### src/hdl/sjf_pkg.sv
package sjf_pkg;

    localparam int DUR_W        = 16;
    localparam int JOB_W        = 7;
    localparam int FIN_W        = 22;
    localparam int RUN_W        = 23;
    localparam int SUM_W        = 28;
    localparam int MAX_JOBS_DEF = 64;

    // one slot of the sorted chain
    typedef struct packed {
        logic             valid;
        logic [DUR_W-1:0] dur;
        logic [JOB_W-1:0] job;
    } sjf_cell_t;

    // chain-wide command, same for every cell
    typedef struct packed {
        logic insert;
        logic shift;
    } sjf_ctl_t;

endpackage

### src/hdl/shortest_job_first_scheduler.sv
// After the request flagged s_tlast is accepted, drain_reg is set, and the first result of
//   the batch is then registered in the output register and shows on m_tdata.
// Throughput: one job request per cycle while filling; while draining, one result per cycle
//   unless m_tready holds off the output; the input stalls during drain.
// Reset: aresetn synchronous, active low; empties the chain and clears all counters.
module shortest_job_first_scheduler
    import sjf_pkg::*;
#(
    parameter int MAX_JOBS = MAX_JOBS_DEF
) (
    input  logic        aclk,
    input  logic        aresetn,
    input  logic        s_tvalid,
    output logic        s_tready,
    input  logic [15:0] s_tdata,   // [15:0] duration
    input  logic        s_tlast,   // is_last
    output logic        m_tvalid,
    input  logic        m_tready,
    output logic [79:0] m_tdata,   // [6:0] job_number, [22:7] job_duration,
                                   // [44:23] finish_time, [72:45] total_finish, pad
    output logic [0:0]  m_tuser,   // [0] dropped
    output logic        m_tlast    // end_of_batch
);

    localparam int CNT_W = $clog2(MAX_JOBS + 1);

    // the chain: cell 0 holds the shortest job
    sjf_cell_t           cells [MAX_JOBS];
    logic [MAX_JOBS-1:0] gt;
    logic [MAX_JOBS-1:0] cell_valid;
    sjf_ctl_t            ctl;

    logic             drain_reg, drain_next;
    logic [CNT_W-1:0] count_reg, count_next;
    logic             ovf_reg, ovf_next;
    logic [RUN_W-1:0] run_reg, run_next, run_sum;
    logic [SUM_W-1:0] fsum_reg, fsum_next, fsum_sum;

    logic             m_valid_reg, m_valid_next;
    logic [JOB_W-1:0] o_job_reg;
    logic [DUR_W-1:0] o_dur_reg;
    logic [FIN_W-1:0] o_fin_reg;
    logic [SUM_W-1:0] o_tot_reg;
    logic             o_drop_reg;
    logic             o_last_reg;

    logic             s_acc;
    logic             full;
    logic             pop;
    logic             last_pop;
    logic [JOB_W-1:0] new_job;

    // head sentinel: "valid" so cell 0 takes a job into an empty chain
    localparam sjf_cell_t HEAD = '{valid: 1'b1, dur: '0, job: '0};
    localparam sjf_cell_t TAIL = '{valid: 1'b0, dur: '0, job: '0};

    assign s_tready = !drain_reg;
    assign s_acc    = s_tvalid && s_tready;
    assign full     = (count_reg == CNT_W'(MAX_JOBS));
    assign new_job  = JOB_W'(CNT_W'(count_reg + 1'b1));

    // drain moves one result a cycle into the output register while it is empty or taken
    assign pop      = drain_reg && (!m_valid_reg || m_tready);
    assign last_pop = pop && !cells[1].valid;

    assign ctl.insert = s_acc && !full;
    assign ctl.shift  = pop;

    genvar gi;
    generate
        for (gi = 0; gi < MAX_JOBS; gi++) begin : g_chain
            sjf_cell u_cell (
                .aclk      (aclk),
                .aresetn   (aresetn),
                .ctl       (ctl),
                .new_dur   (s_tdata),
                .new_job   (new_job),
                .prev_cell ((gi == 0) ? HEAD : cells[(gi == 0) ? 0 : gi - 1]),
                .prev_gt   ((gi == 0) ? 1'b0 : gt[(gi == 0) ? 0 : gi - 1]),
                .next_cell ((gi == MAX_JOBS - 1) ? TAIL
                                                 : cells[(gi == MAX_JOBS - 1) ? gi : gi + 1]),
                .cell_out  (cells[gi]),
                .gt_out    (gt[gi])
            );
            assign cell_valid[gi] = cells[gi].valid;
        end
    endgenerate

    // completion times accumulate in scheduled order
    assign run_sum  = run_reg + RUN_W'(cells[0].dur);
    assign fsum_sum = fsum_reg + SUM_W'(run_sum);

    always_comb begin
        drain_next   = drain_reg;
        count_next   = count_reg;
        ovf_next     = ovf_reg;
        run_next     = run_reg;
        fsum_next    = fsum_reg;
        m_valid_next = m_valid_reg;

        if (m_tready) begin
            m_valid_next = 1'b0;
        end
        if (ctl.insert) begin
            count_next = count_reg + 1'b1;
        end
        if (s_acc && full) begin
            ovf_next = 1'b1;    // job beyond capacity is discarded
        end
        if (s_acc && s_tlast) begin
            drain_next = 1'b1;
        end
        if (pop) begin
            m_valid_next = 1'b1;
            run_next     = run_sum;
            fsum_next    = fsum_sum;
        end
        if (last_pop) begin
            // batch done: back to the reset state
            drain_next = 1'b0;
            count_next = '0;
            ovf_next   = 1'b0;
            run_next   = '0;
            fsum_next  = '0;
        end
    end

    always_ff @(posedge aclk) begin
        if (!aresetn) begin
            drain_reg   <= 1'b0;
            count_reg   <= '0;
            ovf_reg     <= 1'b0;
            run_reg     <= '0;
            fsum_reg    <= '0;
            m_valid_reg <= 1'b0;
        end else begin
            drain_reg   <= drain_next;
            count_reg   <= count_next;
            ovf_reg     <= ovf_next;
            run_reg     <= run_next;
            fsum_reg    <= fsum_next;
            m_valid_reg <= m_valid_next;
        end
        if (pop) begin
            o_job_reg  <= cells[0].job;
            o_dur_reg  <= cells[0].dur;
            o_fin_reg  <= FIN_W'(run_sum);
            o_tot_reg  <= last_pop ? fsum_sum : '0;
            o_drop_reg <= ovf_reg;
            o_last_reg <= last_pop;
        end
    end

    assign m_tvalid = m_valid_reg;
    assign m_tdata  = {7'b0, o_tot_reg, o_fin_reg, o_dur_reg, o_job_reg};
    assign m_tuser  = o_drop_reg;
    assign m_tlast  = o_last_reg;

`ifndef SYNTHESIS
    // occupied slots always form a prefix of the chain
    a_prefix: assert property (@(posedge aclk) disable iff (!aresetn)
        (cell_valid & (cell_valid + 1'b1)) == '0)
        else $error("chain has a hole");

    // outside drain the fill count matches the occupied slots
    a_count: assert property (@(posedge aclk) disable iff (!aresetn)
        !drain_reg |-> (count_reg == CNT_W'($countones(cell_valid))))
        else $error("job count out of step with chain");

    // head pair stays in ascending order
    a_sorted: assert property (@(posedge aclk) disable iff (!aresetn)
        cells[1].valid |-> (cells[0].dur <= cells[1].dur))
        else $error("chain head out of order");

    // last result of a batch leaves the block idle and empty
    a_done: assert property (@(posedge aclk) disable iff (!aresetn)
        last_pop |=> (!drain_reg && count_reg == '0 && cell_valid == '0 && m_tlast))
        else $error("batch did not close cleanly");
`endif

endmodule

### src/hdl/sjf_cell.sv
module sjf_cell
    import sjf_pkg::*;
(
    input  logic             aclk,
    input  logic             aresetn,
    input  sjf_ctl_t         ctl,
    input  logic [DUR_W-1:0] new_dur,
    input  logic [JOB_W-1:0] new_job,
    input  sjf_cell_t        prev_cell,
    input  logic             prev_gt,
    input  sjf_cell_t        next_cell,
    output sjf_cell_t        cell_out,
    output logic             gt_out
);

    logic             valid_reg, valid_next;
    logic [DUR_W-1:0] dur_reg, dur_next;
    logic [JOB_W-1:0] job_reg, job_next;

    // stored job is longer than the arriving one: it moves down a slot
    assign gt_out = valid_reg && (dur_reg > new_dur);

    always_comb begin
        valid_next = valid_reg;
        dur_next   = dur_reg;
        job_next   = job_reg;
        if (ctl.shift) begin
            valid_next = next_cell.valid;
            dur_next   = next_cell.dur;
            job_next   = next_cell.job;
        end else if (ctl.insert) begin
            if (prev_gt) begin
                valid_next = prev_cell.valid;
                dur_next   = prev_cell.dur;
                job_next   = prev_cell.job;
            end else if (gt_out || (!valid_reg && prev_cell.valid)) begin
                valid_next = 1'b1;
                dur_next   = new_dur;
                job_next   = new_job;
            end
        end
    end

    always_ff @(posedge aclk) begin
        if (!aresetn) begin
            valid_reg <= 1'b0;
        end else begin
            valid_reg <= valid_next;
        end
        dur_reg <= dur_next;
        job_reg <= job_next;
    end

    assign cell_out = '{valid: valid_reg, dur: dur_reg, job: job_reg};

endmodule

### config.mk
export PLATFORM = sky130hd
export DESIGN_NAME = shortest_job_first_scheduler
export DESIGN_NICKNAME = d
export VERILOG_FILES = /design/src/hdl/sjf_pkg.sv /design/src/hdl/shortest_job_first_scheduler.sv /design/src/hdl/sjf_cell.sv
export SDC_FILE = /design/constraint.sdc
export NUM_CORES = 2
export LEC_CHECK = 0
export ABC_CLOCK_PERIOD_IN_PS = 11100
export BUFFER_PORTS_ARGS = -buffer_cell sky130_fd_sc_hd__clkbuf_2
export CAP_MARGIN = 20
export CORE_ASPECT_RATIO = 0.5
export CORE_MARGIN = 3
export CORE_UTILIZATION = 51
export CTS_CLUSTER_SIZE = 25
export DETAILED_ROUTE_END_ITERATION = 8
export GPL_TIMING_DRIVEN = 0
export PLACE_DENSITY = 0.66
export RECOVER_POWER = 100
export SYNTH_ARGS = -nofsm -noshare
export SYNTH_HDL_FRONTEND = slang
export SYNTH_HIERARCHICAL = 1
export SYNTH_SLANG_ARGS = --single-unit
### constraint.sdc
create_clock -name aclk -period 11.1 [get_ports aclk]
set_input_delay 0 -clock aclk [delete_from_list [all_inputs] [get_ports aclk]]
set_output_delay 0 -clock aclk [all_outputs]
set_load 0.1 [all_outputs]
==> reports/qor.yml <==
run_status:
  status: "complete, but fails checks"
  violations: "max-capacitance violations, max-slew violations"
final_layout:
  drive_gt1_frac: 0.0621
  largest_reg_flops: 1024
  area_delta_synth_final_pct: 9.82
  stdcell_count: 15000
  nets: 13000
floorplanning:
  die_w_um: 672
  core-area_sq_mm: 0.219
  floorplan.initialDensity: 0.516
  fp.dieH_um: 339
  ioPinCount: 105
  num_rows: 121
  die-area_sq_mm: 0.228
pwr:
  p_sw_frac: 0.314
  p_per_area_mw_per_mm2: 148
  pwr-share-comb: 0.215
  p_leak_nw: 46.9
  finalPower_mw: 18.3
  internal-power_mw: 12.6
  pwr-share-clk: 0.316
  pwr-share-seq: 0.469
  p_sw_mw: 5.76
  ir_worst_vdd_v: 0.000118
synth:
  ys_warn_count: 6
  ys_seq_area_frac: 0.433
  synthCells: 11500
  async_flop_share: 0
  ys_top_cells_by_count: "1843 x nand2_1, 1645 x o21ai_0, 1547 x edfxtp_1, 1474 x mux2i_1, 1159 x inv_1"
  ys_ff_latch: 1672
  ys.flop_type: "edfxtp_1"
  synthTopCellsByArea: "edfxtp_1 41%, mux2i_1 13%, ha_1 12%"
  avgSynthCellArea_sq_um: 9.82
  synth-edff-count: 1547
  syn_area_sq_mm: 0.113
  post-synth-top-count-cell: "nand2_1"
  synth_top_area_share: 0.411
  synth_largest_area_cell: "edfxtp_1"
  synth_cell_types: 73
cts:
  ctsRootBufferMaster: "clkbuf_16"
  clock_latency_ns: 0.85
  cts_max_level: 4
  cts_resized: 0
  ctsLongestPathBuffers: 4
  clk_pin_slew_ns: 0.06
  cts_tree: "yes"
  cts_buffers: 173
  cts_sinks: 1672
place:
  portBuffers: 97
  place.gp.congestion: 0.892
  dp.cells: 14700
  dp_hpwl_um: 236000
critical_path:
  critPathArrivalTime_ns: 8.29
  critPathLaunchType: "input pin"
  critPathMaxFanout: 47
  crit_required_ns: 11.56
  crit_type: "input pin to register"
  reg2reg_depth: 10
  end_kind: "register"
sta:
  maxSlewViolCount: 267
  rsz0062_at_grt: "no"
  fin_crit_sh: 0.705
  finalSetupTns_ns: 0
  setup_viol: 0
  finClkSkew_ns: 0.0431
  tightest_slew_ns: 3.40
  fmax_mhz: 128
  hold_viol: 0
  final.min_clock_period_ns: 7.83
  relSlewSlack: -1.27
  hold_ws_ns: 0.218
grt:
  grt_pass1_wl_um: 491000
  first_global_vias: 85900
  antenna_found_initial: 1
  grt_max_degree: 113
  track_usage: 0.267
  grt-ovfl-total: 0
routing:
  first_pass_iters: 6
  routed_wl_um: 316000
  viasPerCell: 5.93
  avgRoutedWirePerCell_um: 21.0
  drt_iter0_drc: 9131
  vias: 88900
  ant_nets: 0
  drc: 0
job:
  cap_violations: 6
hold_path:
  hold_class: "input pin to register"
  whs_path_depth: 5
[area by class of cell]
cell class                 instances  area [sq um]
timing repair buffer             176          1830
clock buffer                     242          4830
inverter                        1159          4350
tap                             2952          3690
buffer                           609          2800
multi-input combinational       8137         57200
sequential                      1672         49000
fill                           19300         94800
antenna                            1          2.50
clock inverter                    63           527
[stage by stage]
step           instance area, sq um   util  setup WS, ns
2_1_floorplan                113000      -          1.65
3_3_place_gp                 117000  0.536         -5.95
3_5_place_dp                 119000  0.542          6.10
4_1_cts                      124000  0.568          6.06
5_1_grt                      124000  0.567          2.82
6_report                     124000  0.567          3.27
[power by group through the flow]
stage	Clock [mW]	Sequential [mW]	Combinational, mW
floorplan	0	8.46	2.76
global placement	0	8.70	3.87
detailed placement	0	8.71	3.86
CTS	5.87	8.58	3.89
global route	6.13	8.66	4.38
finish	5.79	8.60	3.94
[layout by cell type (no fill, tap or decap), drive strengths merged, types with 14 or more instances in the layout]
cell,instances
a31oi,66
xor2,18
ha,1065
or4b,51
xnor2,32
clkbuf,701
a21oi,527
conb,57
nor2,195
or3,59
a41o,14
a31o,51
clkinv,49
or4,31
edfxtp,1547
mux2i,1474
o211ai,70
buf,302
nor2b,82
or2b,51
a21o,138
a2111oi,14
nor3,16
dlygate4sd3,24
inv,1159
a221oi,64
o21a,54
o21ai,1700
a211oi,64
dfxtp,125
nand4,251
nand2,1845
nand3,72
[critical path: stages]
cell and delay, ns:
dlygate4sd3_1 0.53, clkbuf_2 0.10, dlygate4sd3_1 0.52, nand2b_1 0.11, nand2_1 0.11, inv_1 0.21, clkbuf_1 0.41, clkbuf_1 1.96
clkbuf_1 2.31, buf_16 0.27, clkbuf_1 0.42, a31o_1 0.48, clkbuf_1 0.69
[final timing paths]
path         slack [ns]                                       to                   from
max                3.27  g_chain[14].u_cell/dur_reg[0]$_DFFE_PP_               m_tready
min                0.22                     ovf_reg$_SDFFE_PP0P_               s_tvalid
max reg2reg        3.31  g_chain[14].u_cell/dur_reg[0]$_DFFE_PP_  m_tvalid$_SDFFE_PN0P_
min reg2reg        0.45                        m_tuser$_DFFE_PP_   ovf_reg$_SDFFE_PP0P_
[routing by layer]
| metal | part of all wire | wire [um] | global-route usage |
|---|---|---|---|
| met2 | 0.42 | 133000 | 0.401 |
| met1 | 0.48 | 152000 | 0.407 |
| met3 | 0.073 | 23000 | 0.0315 |
| met5 | 0.000041 | 13 | 0 |
| met4 | 0.024 | 7500 | 0.0658 |
[what timing repair did]
| action | CTS | global route |
|---|---|---|
| endpoints found under the hold margin | 313 | 0 |
| setup buffers | 0 | 0 |
| hold buffers | 24 | 0 |
[cell families (layout without fill, tap and decap cells)]
| logic type | count (synthesis) | in the layout | share of synthesized area |
|---|---|---|---|
| mux | 1474 | 1474 | 0.130 |
| other cells | 2 | 58 | 0.0000664 |
| fa+ha+maj | 1067 | 1067 | 0.118 |
| simple gates | 2684 | 2684 | 0.110 |
| buf+inv | 1768 | 2249 | 0.0633 |
| flops | 1672 | 1672 | 0.433 |
| xor+xnor | 50 | 50 | 0.00387 |
| compound gates | 2805 | 2805 | 0.141 |
Power figures use the tool's default switching activity.
